==> src/rtl/qft_pkg.sv <==
// Shared types and constants for the quoted field tokenizer.
`default_nettype none

package qft_pkg;

    // Position counter width and result field width
    localparam int unsigned POS_BITS   = 16;
    localparam int unsigned FIELD_BITS = 16;
    localparam logic [POS_BITS-1:0] POS_MAX = {POS_BITS{1'b1}};

    // Scan mode codes
    localparam logic [1:0] MODE_BETWEEN = 2'd0;
    localparam logic [1:0] MODE_PLAIN   = 2'd1;
    localparam logic [1:0] MODE_QUOTED  = 2'd2;
    localparam logic [1:0] MODE_ESCAPE  = 2'd3;

    // Character codes
    localparam logic [7:0] CH_SPACE  = 8'h20;
    localparam logic [7:0] CH_COMMA  = 8'h2C;
    localparam logic [7:0] CH_QUOTE  = 8'h22;
    localparam logic [7:0] CH_BSLASH = 8'h5C;

    // One captured input item
    typedef struct packed {
        logic [7:0] text_byte;
        logic       end_of_text;
    } qft_item_t;

    // One result item
    typedef struct packed {
        logic [FIELD_BITS-1:0] field_start;
        logic [FIELD_BITS-1:0] field_length;
        logic                  text_done;
        logic                  position_overflow;
    } qft_result_t;

endpackage : qft_pkg

`default_nettype wire

==> src/rtl/qft_in_stage.sv <==
// Input register stage: capture one item and hold it until the scanner takes it.
`default_nettype none

module qft_in_stage
    import qft_pkg::*;
(
    input  wire logic       clk,
    input  wire logic       rst_n,
    input  wire logic [7:0] text_byte,
    input  wire logic       end_of_text,
    input  wire logic       in_valid,
    output logic            in_ready,
    input  wire logic       advance,
    output logic            item_valid,
    output qft_item_t       item
);

    logic      valid_reg;
    logic      valid_next;
    qft_item_t item_reg;

    // Take a new item whenever the slot is empty or being drained
    assign in_ready   = !valid_reg || advance;
    assign valid_next = in_valid ? 1'b1 : (valid_reg && !advance);

    always_ff @(posedge clk or negedge rst_n)
    begin
        if (!rst_n)
        begin
            valid_reg <= 1'b0;
        end
        else
        begin
            valid_reg <= valid_next;
        end
    end

    // Hold payload
    always_ff @(posedge clk)
    begin
        if (in_valid && in_ready)
        begin
            item_reg.text_byte   <= text_byte;
            item_reg.end_of_text <= end_of_text;
        end
    end

    assign item_valid = valid_reg;
    assign item       = item_reg;

endmodule : qft_in_stage

`default_nettype wire

==> src/rtl/qft_scan.sv <==
// Scanner: field mode, position counter and result formation for one item.
`default_nettype none

module qft_scan
    import qft_pkg::*;
(
    input  wire logic       clk,
    input  wire logic       rst_n,
    input  wire logic       item_valid,
    input  wire qft_item_t  item,
    input  wire logic       out_free,
    output logic            advance,
    output logic            res_load,
    output qft_result_t     res
);

    logic [1:0]          mode_reg;
    logic [1:0]          mode_next;
    logic [POS_BITS-1:0] pos_reg;
    logic [POS_BITS-1:0] pos_next;
    logic                ovf_reg;
    logic                ovf_next;
    logic [POS_BITS-1:0] start_reg;
    logic [POS_BITS-1:0] start_next;
    logic [POS_BITS-1:0] last_reg;
    logic [POS_BITS-1:0] last_next;

    logic                at_limit;
    logic                is_space;
    logic                is_comma;
    logic                is_quote;
    logic                is_bslash;
    logic                emit;
    logic [POS_BITS:0]   len_wide;
    logic [POS_BITS-1:0] len_sat;

    assign at_limit  = (pos_reg == POS_MAX);
    assign is_space  = (item.text_byte == CH_SPACE);
    assign is_comma  = (item.text_byte == CH_COMMA);
    assign is_quote  = (item.text_byte == CH_QUOTE);
    assign is_bslash = (item.text_byte == CH_BSLASH);

    // Trimmed length of the open field, saturated at the counter limit
    always_comb
    begin
        len_wide = {1'b0, last_reg} - {1'b0, start_reg} + {{POS_BITS{1'b0}}, 1'b1};
        if (last_reg < start_reg)
        begin
            len_sat = '0;
        end
        else if (len_wide[POS_BITS])
        begin
            len_sat = POS_MAX;
        end
        else
        begin
            len_sat = len_wide[POS_BITS-1:0];
        end
    end

    // Result forms on end of text, or on an unquoted comma in a plain field
    assign emit     = item.end_of_text || ((mode_reg == MODE_PLAIN) && is_comma);
    assign advance  = item_valid && (out_free || !emit);
    assign res_load = advance && emit;

    // Build the result item
    always_comb
    begin
        if (item.end_of_text && (mode_reg == MODE_BETWEEN))
        begin
            res.field_start  = '0;
            res.field_length = '0;
        end
        else
        begin
            res.field_start  = FIELD_BITS'(start_reg);
            res.field_length = FIELD_BITS'(len_sat);
        end
        res.text_done         = item.end_of_text;
        res.position_overflow = item.end_of_text ? ovf_reg : (ovf_reg || at_limit);
    end

    // Next state for the scanner
    always_comb
    begin
        mode_next  = mode_reg;
        pos_next   = pos_reg;
        ovf_next   = ovf_reg;
        start_next = start_reg;
        last_next  = last_reg;
        if (item.end_of_text)
        begin
            mode_next = MODE_BETWEEN;
            pos_next  = '0;
            ovf_next  = 1'b0;
        end
        else
        begin
            // Advance position, saturating at the limit
            if (at_limit)
            begin
                ovf_next = 1'b1;
            end
            else
            begin
                pos_next = pos_reg + {{(POS_BITS-1){1'b0}}, 1'b1};
            end
            unique case (mode_reg)
                MODE_BETWEEN:
                begin
                    if (!is_space && !is_comma)
                    begin
                        start_next = pos_reg;
                        last_next  = pos_reg;
                        mode_next  = is_quote ? MODE_QUOTED : MODE_PLAIN;
                    end
                end
                MODE_PLAIN:
                begin
                    if (is_comma)
                    begin
                        mode_next = MODE_BETWEEN;
                    end
                    else
                    begin
                        if (!is_space)
                        begin
                            last_next = pos_reg;
                        end
                        if (is_quote)
                        begin
                            mode_next = MODE_QUOTED;
                        end
                    end
                end
                MODE_QUOTED:
                begin
                    if (!is_space)
                    begin
                        last_next = pos_reg;
                    end
                    if (is_bslash)
                    begin
                        mode_next = MODE_ESCAPE;
                    end
                    else if (is_quote)
                    begin
                        mode_next = MODE_PLAIN;
                    end
                end
                default:
                begin
                    if (!is_space)
                    begin
                        last_next = pos_reg;
                    end
                    mode_next = MODE_QUOTED;
                end
            endcase
        end
    end

    // Control state
    always_ff @(posedge clk or negedge rst_n)
    begin
        if (!rst_n)
        begin
            mode_reg <= MODE_BETWEEN;
            pos_reg  <= '0;
            ovf_reg  <= 1'b0;
        end
        else if (advance)
        begin
            mode_reg <= mode_next;
            pos_reg  <= pos_next;
            ovf_reg  <= ovf_next;
        end
    end

    // Field bounds, loaded on every advance; they change only when a field opens or grows
    always_ff @(posedge clk)
    begin
        if (advance)
        begin
            start_reg <= start_next;
            last_reg  <= last_next;
        end
    end

endmodule : qft_scan

`default_nettype wire

==> src/rtl/qft_out_stage.sv <==
// Result register: hold one result item until the consumer takes it.
`default_nettype none

module qft_out_stage
    import qft_pkg::*;
(
    input  wire logic              clk,
    input  wire logic              rst_n,
    input  wire logic              res_load,
    input  wire qft_result_t       res,
    output logic                   out_free,
    output logic                   out_valid,
    input  wire logic              out_ready,
    output logic [FIELD_BITS-1:0]  field_start,
    output logic [FIELD_BITS-1:0]  field_length,
    output logic                   text_done,
    output logic                   position_overflow
);

    logic        valid_reg;
    logic        valid_next;
    qft_result_t res_reg;

    // Slot is free when empty or being taken this cycle
    assign out_free   = !valid_reg || out_ready;
    assign valid_next = res_load ? 1'b1 : (valid_reg && !out_ready);

    always_ff @(posedge clk or negedge rst_n)
    begin
        if (!rst_n)
        begin
            valid_reg <= 1'b0;
        end
        else
        begin
            valid_reg <= valid_next;
        end
    end

    // Load result payload
    always_ff @(posedge clk)
    begin
        if (res_load)
        begin
            res_reg <= res;
        end
    end

    assign out_valid         = valid_reg;
    assign field_start       = res_reg.field_start;
    assign field_length      = res_reg.field_length;
    assign text_done         = res_reg.text_done;
    assign position_overflow = res_reg.position_overflow;

endmodule : qft_out_stage

`default_nettype wire

==> src/rtl/quoted_field_tokenizer_top.sv <==
// Top level of the quoted field tokenizer: input register, scanner, result register.
// A result item passes from the input register through the scanner into the result register.
// One item per cycle, unless a byte that yields a result waits on a full result register.
// A byte that yields no result never waits on the result register.
// Reset (rst_n, async, active low) empties both registers and sets the scanner to
// between fields at position 0 with the overflow flag clear.
`default_nettype none

module quoted_field_tokenizer_top
    import qft_pkg::*;
(
    input  wire logic                  clk,
    input  wire logic                  rst_n,
    input  wire logic [7:0]            text_byte,
    input  wire logic                  end_of_text,
    input  wire logic                  in_valid,
    output logic                       in_ready,
    output logic [FIELD_BITS-1:0]      field_start,
    output logic [FIELD_BITS-1:0]      field_length,
    output logic                       text_done,
    output logic                       position_overflow,
    output logic                       out_valid,
    input  wire logic                  out_ready
);

    logic        advance;
    logic        item_valid;
    qft_item_t   item;
    logic        out_free;
    logic        res_load;
    qft_result_t res;

    qft_in_stage u_in_stage (
        .clk         (clk),
        .rst_n       (rst_n),
        .text_byte   (text_byte),
        .end_of_text (end_of_text),
        .in_valid    (in_valid),
        .in_ready    (in_ready),
        .advance     (advance),
        .item_valid  (item_valid),
        .item        (item)
    );

    qft_scan u_scan (
        .clk        (clk),
        .rst_n      (rst_n),
        .item_valid (item_valid),
        .item       (item),
        .out_free   (out_free),
        .advance    (advance),
        .res_load   (res_load),
        .res        (res)
    );

    qft_out_stage u_out_stage (
        .clk               (clk),
        .rst_n             (rst_n),
        .res_load          (res_load),
        .res               (res),
        .out_free          (out_free),
        .out_valid         (out_valid),
        .out_ready         (out_ready),
        .field_start       (field_start),
        .field_length      (field_length),
        .text_done         (text_done),
        .position_overflow (position_overflow)
    );

endmodule : quoted_field_tokenizer_top

`default_nettype wire

==> config.mk <==
export PLATFORM = sky130hd
export DESIGN_NAME = quoted_field_tokenizer_top
export DESIGN_NICKNAME = d
export VERILOG_FILES = /design/src/rtl/qft_pkg.sv /design/src/rtl/qft_in_stage.sv /design/src/rtl/qft_scan.sv /design/src/rtl/qft_out_stage.sv /design/src/rtl/quoted_field_tokenizer_top.sv
export SDC_FILE = /design/constraint.sdc
export NUM_CORES = 1
export LEC_CHECK = 0
export ABC_AREA = 1
export BUFFER_PORTS_ARGS = -buffer_cell sky130_fd_sc_hd__buf_2
export CAP_MARGIN = 20
export CORE_MARGIN = 2
export CORE_UTILIZATION = 30
export DETAILED_ROUTE_END_ITERATION = 16
export HOLD_SLACK_MARGIN = 0.12
export PLACE_DENSITY = 0.43
export SETUP_SLACK_MARGIN = 0.02
export SYNTH_ARGS = -nofsm -noshare
export SYNTH_HDL_FRONTEND = slang
export SYNTH_SLANG_ARGS = --single-unit
==> constraint.sdc <==
create_clock -name clk -period 5.97 [get_ports clk]
set_clock_uncertainty 0.2 [all_clocks]
set_input_delay 1.4925 -clock clk [delete_from_list [all_inputs] [get_ports clk]]
set_output_delay 1.4925 -clock clk [all_outputs]
set_load 0.02 [all_outputs]
==> results of run 1 <==
stage by stage:
step                      total power [mW]  cells  setup WS (ns)  utilization, %
after floorplan                       1.14    608           2.06               -
after global placement                1.25    886           2.17            33.1
after detailed placement              1.25    886           2.13            33.1
after CTS                             1.85    902           2.12            34.7
after global routing                  1.93    902           2.06            34.7
final                                 1.82    902           2.14            34.7
power by group:
part | internal, mW | switching (mW)
clock | 0.296 | 0.289
sequential | 0.793 | 0.0284
combinational | 0.132 | 0.277
per-layer routing:
metal	up-vias	share of wire (%)	GRT usage [%]
met5	-	0	0
li1	2071	-	-
met4	0	2.2	5.47
met2	46	48	21.1
met3	15	2.5	1.86
met1	1837	48	16.0
cell families after synthesis:
| logic type | Yosys count |
|---|---|
| buf+inv | 111 |
| fa+ha+maj | 41 |
| flops | 96 |
| simple gates | 310 |
| xor+xnor | 15 |
| compound gates | 35 |
worst min-delay path, cell delays in order (launching register included):
cell and delay, ns:
sky130_fd_sc_hd__dfrtp_1 0.34, sky130_fd_sc_hd__o21ai_0 0.07, sky130_fd_sc_hd__o21ai_0 0.07
area by class of cell:
class	instances	share of cell area (%)
clock inverter	7	1.14
multi-input combinational	401	37.8
tap	234	4.53
clock buffer	9	3.48
sequential	96	42.9
inverter	103	5.98
timing repair buffer	52	4.18
final timing paths:
| kind | start | to | slack, ns | depth (start not counted) |
|---|---|---|---|---|
| worst max-delay path | out_ready | in_ready | 2.14 | 4 |
| worst min-delay path | u_scan.ovf_reg | u_scan.ovf_reg | 0.31 | 2 |
| worst max register to register | u_scan.start_reg[4] | u_out_stage.field_length[11] | 3.20 | 15 |
| worst min register to register | u_scan.ovf_reg | u_scan.ovf_reg | 0.31 | 2 |
| max in group asynchronous | rst_n | u_scan.pos_reg[7] | 4.32 | 1 |
| min in group asynchronous | rst_n | u_out_stage.out_valid | 0.89 | 1 |
cell usage in the layout, fill, tap and decap left out, drive strengths merged:
cell type	Yosys	routed
clkbuf	2	9
fa	8	8
a31o	1	1
xnor2	3	3
ha	33	33
a21oi	14	14
o21a	1	1
xor2	12	12
nor2	63	63
dfrtp	21	21
nor4	1	1
or2	1	1
inv	103	106
clkinv	0	4
o21ai	16	16
nand3b	6	6
and2	3	3
edfxtp	75	75
buf	6	52
nand4	11	11
nand2	169	169
a21boi	1	1
nand3	43	43
a41oi	1	1
o21bai	1	1
nor3	13	13
==> impl_results.rst, run 1 <==
.. list-table::
   :header-rows: 1

   * - Metric
     - Value
   * - LEAKAGE
     - about 3.0 nW
   * - Critical path launch point type
     - primary input
   * - Yosys top cell by area
     - sky130_fd_sc_hd__edfxtp_1
   * - Via count normalized by instance count
     - roughly 4.4
   * - Leading cell type by number of instances after synthesis
     - sky130_fd_sc_hd__nand2_1
   * - Post-synth EDFFs
     - 75
   * - Final period util
     - 64.1%
   * - Number of distinct library cells after synthesis
     - 39
   * - Antenna violations before repair
     - 0
   * - Area of the core
     - 18600 µm²
   * - CTS Root Buffer Type
     - sky130_fd_sc_hd__clkbuf_16
   * - Fraction of layout instances using a drive strength above 1
     - 19.5%
   * - Dominant combinational cell family by area after synthesis
     - simple AND/OR/NAND/NOR gates
   * - Final weighted congestion in routability-driven placement
     - a little under 0.8
   * - Worst-Skew Late Latency
     - about 0.35 ns
   * - Cell area after placement
     - ~6200 µm²
   * - Unrepaired setup endpoints after global routing
     - no
   * - IO Count
     - 49
   * - Wire length of the first global-routing pass
     - between 15 and 20 mm
   * - Maxcap violations
     - 0
   * - Final critical delay including setup and external delays
     - 3.83 ns
   * - Compound-gate portion of the synthesized area
     - 3.69%
   * - Simple-Gate Fraction of Synth Area
     - 26.8%
   * - Synth Warn #
     - 0
   * - Summed instance area of the synthesized netlist
     - 5670 µm²
   * - Cells after Synth
     - 608
   * - Overall die width
     - 141 µm
   * - Total number of clock tree sinks
     - 96
   * - Portion of the post-synthesis area used by sequential elements
     - approximately half
   * - Hold_buf cts
     - 0
   * - Slew at the pin closest to its max-slew limit
     - about 0.84 ns
   * - Footprint of the multi-input gates
     - roughly 2400 µm²
   * - Total grt overflow
     - 0
   * - Top cell types by occurrence after synthesis
     - 152 x sky130_fd_sc_hd__nand2_1, 94 x sky130_fd_sc_hd__inv_1, 75 x sky130_fd_sc_hd__edfxtp_1
   * - Drt initial violations
     - 203
   * - Worst hold-check path type
     - reg -> reg
   * - Peak Freq
     - 261 MHz
   * - Clock slew at the register clock pins of the worst setup and hold paths
     - 0.08 ns
   * - Max-slew violations
     - 0
   * - Final routed wirelength across all metal layers
     - 11.6 mm
   * - Mapped Nets
     - around 660
   * - Async set-or-reset flop fraction in the synthesized netlist
     - 21.9%
   * - Vias in the first global route
     - 4061
   * - Placement row count
     - 50
   * - Largest cells by area after synthesis
     - sky130_fd_sc_hd__edfxtp_1 40%, sky130_fd_sc_hd__nand2_1 10%, sky130_fd_sc_hd__dfrtp_1 9.3%
   * - Post-synthesis sequential element count
     - 96
   * - Final-report setup violation count
     - 0
   * - Final ANT Viol Nets
     - 0
   * - Clock tree from TritonCTS
     - built
   * - Detailed-route DRC error count
     - 0
   * - DIE HEIGHT
     - around 140 µm
   * - Diodes inserted
     - 0
   * - Worst path max stage delay
     - 0.20 ns
   * - HPWL after detailed placement
     - ~8.9 mm
   * - Fillers
     - 1961
   * - Critical path capture point type
     - output port
   * - Maximum clock path buffer count
     - 2
   * - Final TNS setup
     - 0 ns
   * - Crit path DAT
     - 2.13 ns
   * - DR pass1 iterations
     - 4
   * - Count of instances resized after the clock tree is built
     - 0
   * - Chain of cells forming the critical path
     - buf_2 > nor2_1 > nand3_1 > buf_2
   * - Avg WL per Cell
     - 12.9 µm
   * - H-Tree Level Count
     - 3
   * - Area growth from synthesis to final layout
     - 14.2%
   * - Average instance area after synthesis
     - 9.32 µm²
   * - Overall die area
     - 20000 µm²
   * - Synth Area in Adders
     - 10.1%
   * - Max IR drop VDD
     - 0.000140 V
   * - Worst-path fanout max
     - 3
   * - Pin count of the biggest net entering global routing
     - 35
   * - Number of buffers added for setup after CTS
     - 0
   * - TritonCTS buffer count
     - 9
   * - Quantity of I/O buffers inserted on ports
     - 48
   * - Area occupied by registers
     - 2780 µm²
   * - Required time reported for the critical path endpoint
     - 4.28 ns
   * - Hold WS
     - 0.312 ns
   * - Max transition margin
     - 44.1%
   * - Xor/xnor share of the synthesized area
     - 2.32%
   * - Dominant cell type by count on the critical path
     - sky130_fd_sc_hd__buf_2
   * - Cell with the largest stage delay on the worst path
     - sky130_fd_sc_hd__nor2_1
   * - Count of endpoints failing hold in the final timing report
     - 0
   * - Buffers and inverters on the worst path
     - 2
   * - Top cell type's share of synthesized area
     - 39.7%
   * - Starting Density
     - between 30% and 40%
   * - Final Cell Area
     - 6470 µm²
   * - Start-to-end type of the worst setup path
     - in -> out
   * - Overall Global Routing Usage
     - 12.5%
   * - Multiplexer area fraction after synthesis
     - 0%
   * - Post-layout nets
     - slightly above 700
   * - Result of the run
     - complete, no violations
   * - Via count
     - 3969
   * - Crit-path leading delay family
     - simple AND/OR/NAND/NOR gates
   * - Cell area power density
     - 281 nW/µm²
   * - Synth Flop Type
     - sky130_fd_sc_hd__edfxtp_1
Note: power is estimated with default switching activity, not from simulation.
==> run 2, diff against run 1 <==
- ABC_AREA: 1 -> 0
- clock period: 5.97 -> 4 ns (I/O delays scaled with it)
==> impl_results.rst, run 2 <==
.. list-table::
   :header-rows: 1

   * - Metric
     - Value
   * - Worst path max stage delay
     - 0.47 ns (+0.27 ns)
   * - Worst setup path start
     - u_in_stage.item[5]
   * - Total power after layout
     - 2.87 mW (+58%)
   * - Overall die area
     - 17600 µm² (-12%)
   * - Worst-path fanout max
     - 6 (+3)
   * - Final routed wirelength across all metal layers
     - 9.57 mm (-18%)
   * - Crit path DAT
     - 2.11 ns (-0.02 ns)
   * - Area of the core
     - 16300 µm² (-12%)
   * - Yosys top cell by area
     - sky130_fd_sc_hd__edfxtp_1
   * - CTS Root Buffer Type
     - sky130_fd_sc_hd__clkbuf_16
   * - Final ANT Viol Nets
     - 0 (unchanged)
   * - DR pass1 iterations
     - 4 (unchanged)
   * - Placement row count
     - 47 (-6.0%)
   * - Met3 WL post-DR
     - 292 µm (+1.7%)
   * - HPWL after detailed placement
     - 6.83 mm (-23%)
   * - Worst-Skew Late Latency
     - 0.35 ns (about the same)
   * - Critical path capture point type
     - output port
   * - Drt initial violations
     - 172 (-15%)
   * - Number of distinct library cells after synthesis
     - 53 (+36%)
   * - Number of buffers added for setup after CTS
     - 0 (unchanged)
   * - Highest-count cells in the layout ignoring fill and taps
     - 75 x sky130_fd_sc_hd__edfxtp_1, 48 x sky130_fd_sc_hd__buf_2, 40 x sky130_fd_sc_hd__nor2_1, 36 x sky130_fd_sc_hd__a21oi_1, 34 x sky130_fd_sc_hd__inv_1
   * - Top cell types by occurrence after synthesis
     - 75 x sky130_fd_sc_hd__edfxtp_1, 41 x sky130_fd_sc_hd__nor2_1, 36 x sky130_fd_sc_hd__a21oi_1
   * - End of the critical path
     - in_ready
   * - Vias in the first global route
     - 3093 (-24%)
   * - Max transition margin
     - 31.0% (-13 points)
   * - Largest cells by area after synthesis
     - sky130_fd_sc_hd__edfxtp_1 45%, sky130_fd_sc_hd__dfrtp_1 11%, sky130_fd_sc_hd__ha_1 8.3%
   * - Worst reg2reg setup slack
     - 0.88 ns (-2.32 ns)
   * - Peak Freq
     - 302 MHz
   * - Share of power burned in registers
     - 44.3% (-0.9 points)
   * - H-Tree Level Count
     - 3 (unchanged)
   * - Synth Warn #
     - 0 (unchanged)
   * - Post-synthesis sequential element count
     - 96 (unchanged)
   * - Start-to-end type of the worst setup path
     - reg -> out
   * - Part of the power in combinational logic
     - 20.1% (-2.4 points)
   * - TritonCTS buffer count
     - 9 (unchanged)
   * - Total number of clock tree sinks
     - 96 (unchanged)
   * - Met2 wire length
     - 4.34 mm (-22%)
   * - Count of instances resized after the clock tree is built
     - 0 (unchanged)
   * - Final-report setup violation count
     - 0 (unchanged)
   * - Clock slew at the register clock pins of the worst setup and hold paths
     - 0.07 ns (about the same)
   * - Startpoint of the lowest-slack register-to-register path
     - u_scan.start_reg[6]
   * - Slew at the pin closest to its max-slew limit
     - 1.03 ns (+0.189 ns)
   * - Top cell type's share of synthesized area
     - 45.4% (+5.7 points)
   * - Depth of the worst register-to-register path
     - 11 (-4)
   * - Starting Density
     - 30.3% (-0.064 points)
   * - Result of the run
     - complete, no violations
   * - LEAKAGE
     - 2.37 nW (-22%)
   * - Cells after Synth
     - 427 (-30%)
   * - Portion of the post-synthesis area used by sequential elements
     - 56.0% (+7.0 points)
   * - Non-filler instance count after layout
     - 707 (-22%)
   * - Overall Global Routing Usage
     - 11.3% (-1.2 points)
   * - Max IR drop VDD
     - 0.000269 V (+92%)
   * - Required time reported for the critical path endpoint
     - 2.80 ns (-1.48 ns)
   * - Quantity of I/O buffers inserted on ports
     - 48 (unchanged)
   * - Pin count of the biggest net entering global routing
     - 34 (-2.9%)
   * - Synth Flop Type
     - sky130_fd_sc_hd__edfxtp_1
   * - Internal power contribution
     - 2.06 mW (+69%)
   * - IO Count
     - 49 (unchanged)
   * - Via count
     - 3197 (-19%)
   * - Net switching share of the total power
     - 28.3% (-4.5 points)
   * - Highest metal layer used by the detailed router
     - met4
   * - Clock tree from TritonCTS
     - built
   * - Diodes inserted
     - 0 (unchanged)
   * - Average instance area after synthesis
     - 11.6 µm² (+25%)
   * - Leading cell type by number of instances after synthesis
     - sky130_fd_sc_hd__edfxtp_1
   * - Total net switching power
     - 811 µW (+36%)
   * - Area growth from synthesis to final layout
     - 17.5%
   * - Mapped Nets
     - 481 (-27%)
   * - Count of endpoints failing hold in the final timing report
     - 0 (unchanged)
   * - Avg WL per Cell
     - 13.5 µm (+5.0%)
   * - Max-slew violations
     - 0 (unchanged)
   * - Detailed-route DRC error count
     - 0 (unchanged)
   * - Fraction of layout instances using a drive strength above 1
     - 17.2% (-2.2 points)
   * - Chain of cells forming the critical path
     - nor4b_2 > a31oi_2 > nor3b_1 > inv_1 > buf_2
   * - Maximum clock path buffer count
     - 2 (unchanged)
   * - Final TNS setup
     - 0 ns (unchanged)
   * - Critical path launch point type
     - flip-flop
   * - R2R Path End
     - u_out_stage.field_length[7]
   * - Maxcap violations
     - 0 (unchanged)
   * - Total grt overflow
     - 0 (unchanged)
   * - Via count normalized by instance count
     - 4.52 (+2.8%)
   * - Clock power share
     - 35.6% (+3.4 points)
   * - Most common cell after layout, fill and taps aside
     - sky130_fd_sc_hd__edfxtp_1
   * - Final period util
     - between 80% and 90%
   * - Cell with the largest stage delay on the worst path
     - sky130_fd_sc_hd__nor4b_2
   * - Overall die width
     - 133 µm (-6.3%)
   * - DIE HEIGHT
     - 133 µm (-6.3%)
   * - Unrepaired setup endpoints after global routing
     - no
   * - Wire length of the first global-routing pass
     - 15.7 mm (-20%)
   * - Number of placed cells counting well taps
     - 691 (-22%)
   * - Post-route met1 wirelength
     - 4.73 mm (-15%)
   * - Antenna violations before repair
     - 0 (unchanged)
   * - Cell area power density
     - 492 nW/µm² (+75%)
   * - Final critical delay including setup and external delays
     - 3.31 ns
   * - Async set-or-reset flop fraction in the synthesized netlist
     - 21.9% (unchanged)
   * - Final weighted congestion in routability-driven placement
     - 0.766 (-2.1%)
   * - Hold_buf cts
     - 0 (unchanged)
   * - Post-synth EDFFs
     - 75 (unchanged)
   * - Summed instance area of the synthesized netlist
     - 4960 µm² (-12%)
   * - Worst hold-check path type
     - reg -> reg
   * - Post-layout nets
     - 536 (-25%)
-- run 2: cell count changes after synthesis, sizes merged, moves of 5 or more --
cell	previous run	this run
nand3	43	9
a21o	0	6
nand2	169	33
a21oi	14	36
mux2i	0	5
nor2b	0	6
nand2b	0	7
nor2	63	41
and3	0	5
o21ai	16	29
nand4	11	5
inv	103	34
-- run 2: logic make-up after synthesis --
family | synth area share, %
compound gates | 10.5
xor+xnor | 2.65
fa+ha+maj | 11.6
buf+inv | 3.91
flops | 56.0
mux | 1.46
simple gates | 13.9
-- run 2: area by class of cell --
cell class              instances  area (µm²)
fillers                      1645       10500
flip-flops and latches         96        2780
multi-input cells             287        2010
repair buffers                 54         285
well taps                     220         275
clock buffers                  10         239
inverters                      34         128
clock inverters                 6         115
-- run 2: routing by layer --
layer  up-vias  GRT usage (%)
met4         0           5.38
li1       1641              -
met1      1495           15.0
met5         -              0
met2        47           17.9
met3        14           2.11
-- run 2: worst min-delay path by stage --
stage	startpoint	to	slack [ns]	cells past startpoint
final	u_scan.ovf_reg	u_scan.ovf_reg	0.29	2
after global routing	u_scan.ovf_reg	u_scan.ovf_reg	0.33	2
after CTS	u_scan.ovf_reg	u_scan.ovf_reg	0.30	2
after detailed placement	u_scan.ovf_reg	u_scan.ovf_reg	0.29	2
after global placement	u_scan.ovf_reg	u_scan.ovf_reg	0.27	2
after floorplan	u_scan.ovf_reg	u_scan.ovf_reg	0.24	2
-- run 2: metrics by stage --
stage	util (%)	hold slack [ns]	area, µm²	worst slack (ns)
2_1_floorplan	-	0.244	4960	0.142
3_5_place_dp	33.5	0.287	5470	0.860
5_1_grt	35.6	0.333	5830	0.461
6_report	35.6	0.287	5830	0.689
3_3_place_gp	33.5	0.271	5470	0.898
4_1_cts	35.6	0.303	5830	0.668
-- run 2: power by group through the flow --
stage          sequential [mW]  clock [mW]  combinational [mW]
2_1_floorplan             1.32           0               0.393
3_3_place_gp              1.29           0               0.585
3_5_place_dp              1.29           0               0.586
4_1_cts                   1.27        1.06               0.590
5_1_grt                   1.28        1.09               0.660
6_report                  1.27        1.02               0.576
-- run 2: critical path: cells and delay by family (launching register included) --
| kind | cells | cell delay, ns |
|---|---|---|
| AND/OR/NAND/NOR | 2 | 0.85 |
| buffers and inverters | 2 | 0.23 |
| flip-flops | 1 | 0.41 |
| AO/OA/AOI/OAI | 1 | 0.27 |
==> run 3, diff against run 2 <==
- PLACE_DENSITY: 0.43 -> 0.45
- clock period: 4 -> 2.7 ns (I/O delays scaled with it)
==> impl_results.rst, run 3 (synthesized netlist as in run 2, its figures left out) <==
.. list-table::
   :header-rows: 1

   * - Metric
     - Value
   * - Result of the run
     - finished, violations left
   * - Violated checks
     - setup timing
   * - Diodes inserted
     - 0 (unchanged)
   * - Chain of cells forming the critical path
     - inv_2 > ha_1 > inv_1 > fa_1 > nor2b_1 > or3_4 > a41oi_4 > o21ai_2 > xor2_2 > buf_12 > a21oi_1
   * - Crit path DAT
     - 2.68 ns (+0.57 ns)
   * - Crit-path leading delay family
     - adder cells
   * - Final TNS setup
     - -1.64 ns (-1.64 ns)
   * - Drt initial violations
     - 226 (+31%)
   * - Peak Freq
     - 355 MHz
   * - Cell area after placement
     - 5930 µm² (+8.4%)
   * - Max transition margin
     - 47.2% (+16 points)
   * - Max-slew violations
     - 0 (unchanged)
   * - Unrepaired setup endpoints after global routing
     - yes
   * - Final period util
     - 104%
   * - Total grt overflow
     - 0 (unchanged)
   * - TritonCTS buffer count
     - 9 (unchanged)
   * - DR pass1 iterations
     - 4 (unchanged)
   * - IO Count
     - 49 (unchanged)
   * - Fillers
     - 1619 (-1.6%)
   * - Via count normalized by instance count
     - 4.52 (-0.15%)
   * - Overall die area
     - 17600 µm² (unchanged)
   * - Count of endpoints failing hold in the final timing report
     - 0 (unchanged)
   * - Critical path launch point type
     - flip-flop
   * - Highest-count cells in the layout ignoring fill and taps
     - 75 x sky130_fd_sc_hd__edfxtp_1, 59 x sky130_fd_sc_hd__buf_4, 48 x sky130_fd_sc_hd__buf_2, 40 x sky130_fd_sc_hd__nor2_1, 36 x sky130_fd_sc_hd__a21oi_1
   * - Final ANT Viol Nets
     - 0 (unchanged)
   * - Area growth from synthesis to final layout
     - 29.6%
   * - DIE HEIGHT
     - 133 µm (unchanged)
   * - Starting Density
     - 30.3% (unchanged)
   * - Final routed wirelength across all metal layers
     - 10.4 mm (+8.3%)
   * - Final weighted congestion in routability-driven placement
     - 0.789 (+2.9%)
   * - Total number of clock tree sinks
     - 96 (unchanged)
   * - Non-filler instance count after layout
     - 763 (+7.9%)
   * - Buffers and inverters on the worst path
     - 3 (+1)
   * - Overall Global Routing Usage
     - 11.9% (+0.65 points)
   * - HPWL after detailed placement
     - 7.29 mm (+6.7%)
   * - Worst-Skew Late Latency
     - 0.35 ns (about the same)
   * - Start-to-end type of the worst setup path
     - reg -> reg
   * - Cell area power density
     - 699 nW/µm² (+42%)
   * - Clock slew at the register clock pins of the worst setup and hold paths
     - 0.07 ns (about the same)
   * - Quantity of I/O buffers inserted on ports
     - 48 (unchanged)
   * - Post-layout nets
     - 593 (+11%)
   * - Placement row count
     - 47 (unchanged)
   * - Detailed-route DRC error count
     - 0 (unchanged)
   * - Area of the core
     - 16300 µm² (unchanged)
   * - Max IR drop VDD
     - 0.000310 V (+15%)
   * - Clock tree from TritonCTS
     - built
   * - Fraction of layout instances using a drive strength above 1
     - 28.7% (+11 points)
   * - Cell with the largest stage delay on the worst path
     - sky130_fd_sc_hd__fa_1
   * - Final Cell Area
     - 6430 µm² (+10%)
   * - Antenna violations before repair
     - 0 (unchanged)
   * - Overall die width
     - 133 µm (unchanged)
   * - Slew at the pin closest to its max-slew limit
     - 0.790 ns (-0.238 ns)
   * - Via count
     - 3445 (+7.8%)
   * - Wire length of the first global-routing pass
     - 16.8 mm (+7.1%)
   * - Maxcap violations
     - 0 (unchanged)
   * - Maximum clock path buffer count
     - 2 (unchanged)
   * - Worst hold-check path type
     - reg -> reg
   * - Required time reported for the critical path endpoint
     - 2.56 ns (-0.24 ns)
   * - Critical path capture point type
     - flip-flop
   * - Total power after layout
     - 4.49 mW (+57%)
   * - Final-report setup violation count
     - 16 (+16)
   * - PnR worst setup slack
     - -0.115 ns (-0.804 ns)
   * - Final critical delay including setup and external delays
     - between 2 and 3 ns
   * - Avg WL per Cell
     - 13.6 µm (+0.33%)
   * - Most common cell after layout, fill and taps aside
     - sky130_fd_sc_hd__edfxtp_1
   * - Worst path max stage delay
     - 0.53 ns (+0.06 ns)
   * - Vias in the first global route
     - 3482 (+13%)
   * - CTS Root Buffer Type
     - sky130_fd_sc_hd__clkbuf_16
   * - Worst-path fanout max
     - 16 (+10)
   * - H-Tree Level Count
     - 3 (unchanged)
   * - Pin count of the biggest net entering global routing
     - 35 (+2.9%)
   * - LEAKAGE
     - 2.68 nW (+13%)
   * - Number of placed cells counting well taps
     - 743 (+7.5%)
==> run 3: worst min-delay path, stage by stage (launching register included) <==
cell and delay, ns:
sky130_fd_sc_hd__dfrtp_1 0.35, sky130_fd_sc_hd__nand2_1 0.05, sky130_fd_sc_hd__o21ai_0 0.06
==> run 3: worst paths after layout <==
path | start | end | slack [ns] | cells past startpoint
max | u_scan.start_reg[6] | u_out_stage.field_length[6] | -0.12 | 11
min | u_scan.ovf_reg | u_scan.ovf_reg | 0.29 | 2
max reg2reg | u_scan.start_reg[6] | u_out_stage.field_length[6] | -0.12 | 11
min reg2reg | u_scan.ovf_reg | u_scan.ovf_reg | 0.29 | 2
max in group asynchronous | rst_n | u_scan.pos_reg[1] | 1.32 | 2
min in group asynchronous | rst_n | u_out_stage.out_valid | 0.62 | 2
==> run 3: layout make-up <==
cell class	count	area, µm²	area share (%)
Clock buffer	10	239	3.72
Clock inverter	5	104	1.62
Inverter	34	128	1.99
Multi-Input combinational cell	288	2170	33.8
Sequential cell	96	2780	43.2
Tap cell	220	275	4.28
Timing Repair Buffer	110	733	11.4
==> run 3: timing repair <==
item | CTS | global route
cloned | 0 | 1
gates resized for setup | 12 | 12
hold buffers | 1 | 0
pin swaps | 5 | 2
hold endpoints to repair | 21 | 0
setup buffers | 1 | 2
setup endpoints to repair | 51 | 38
==> run 3: metal layers <==
layer	part of all wire, %	GRT usage, %	vias to the layer above
met5	0	0	-
met4	2.1	5.32	0
met3	3.1	2.84	16
met2	47	19.4	54
met1	47	15.2	1618
li1	-	-	1757
==> run 3: power breakdown <==
part | total [mW] | internal (mW) | switching [mW]
sequential | 1.85 | 1.78 | 0.0661
clock | 1.49 | 0.928 | 0.560
combinational | 1.16 | 0.512 | 0.644
==> run 3: metrics by stage <==
step	setup slack (ns)	hold WS [ns]	util (%)
final	-0.115	0.288	39.3
after global routing	-0.274	0.277	39.3
after CTS	-0.201	0.281	38.8
after detailed placement	-0.311	0.280	36.3
after global placement	-0.257	0.268	36.3
after floorplan	-0.179	0.179	-
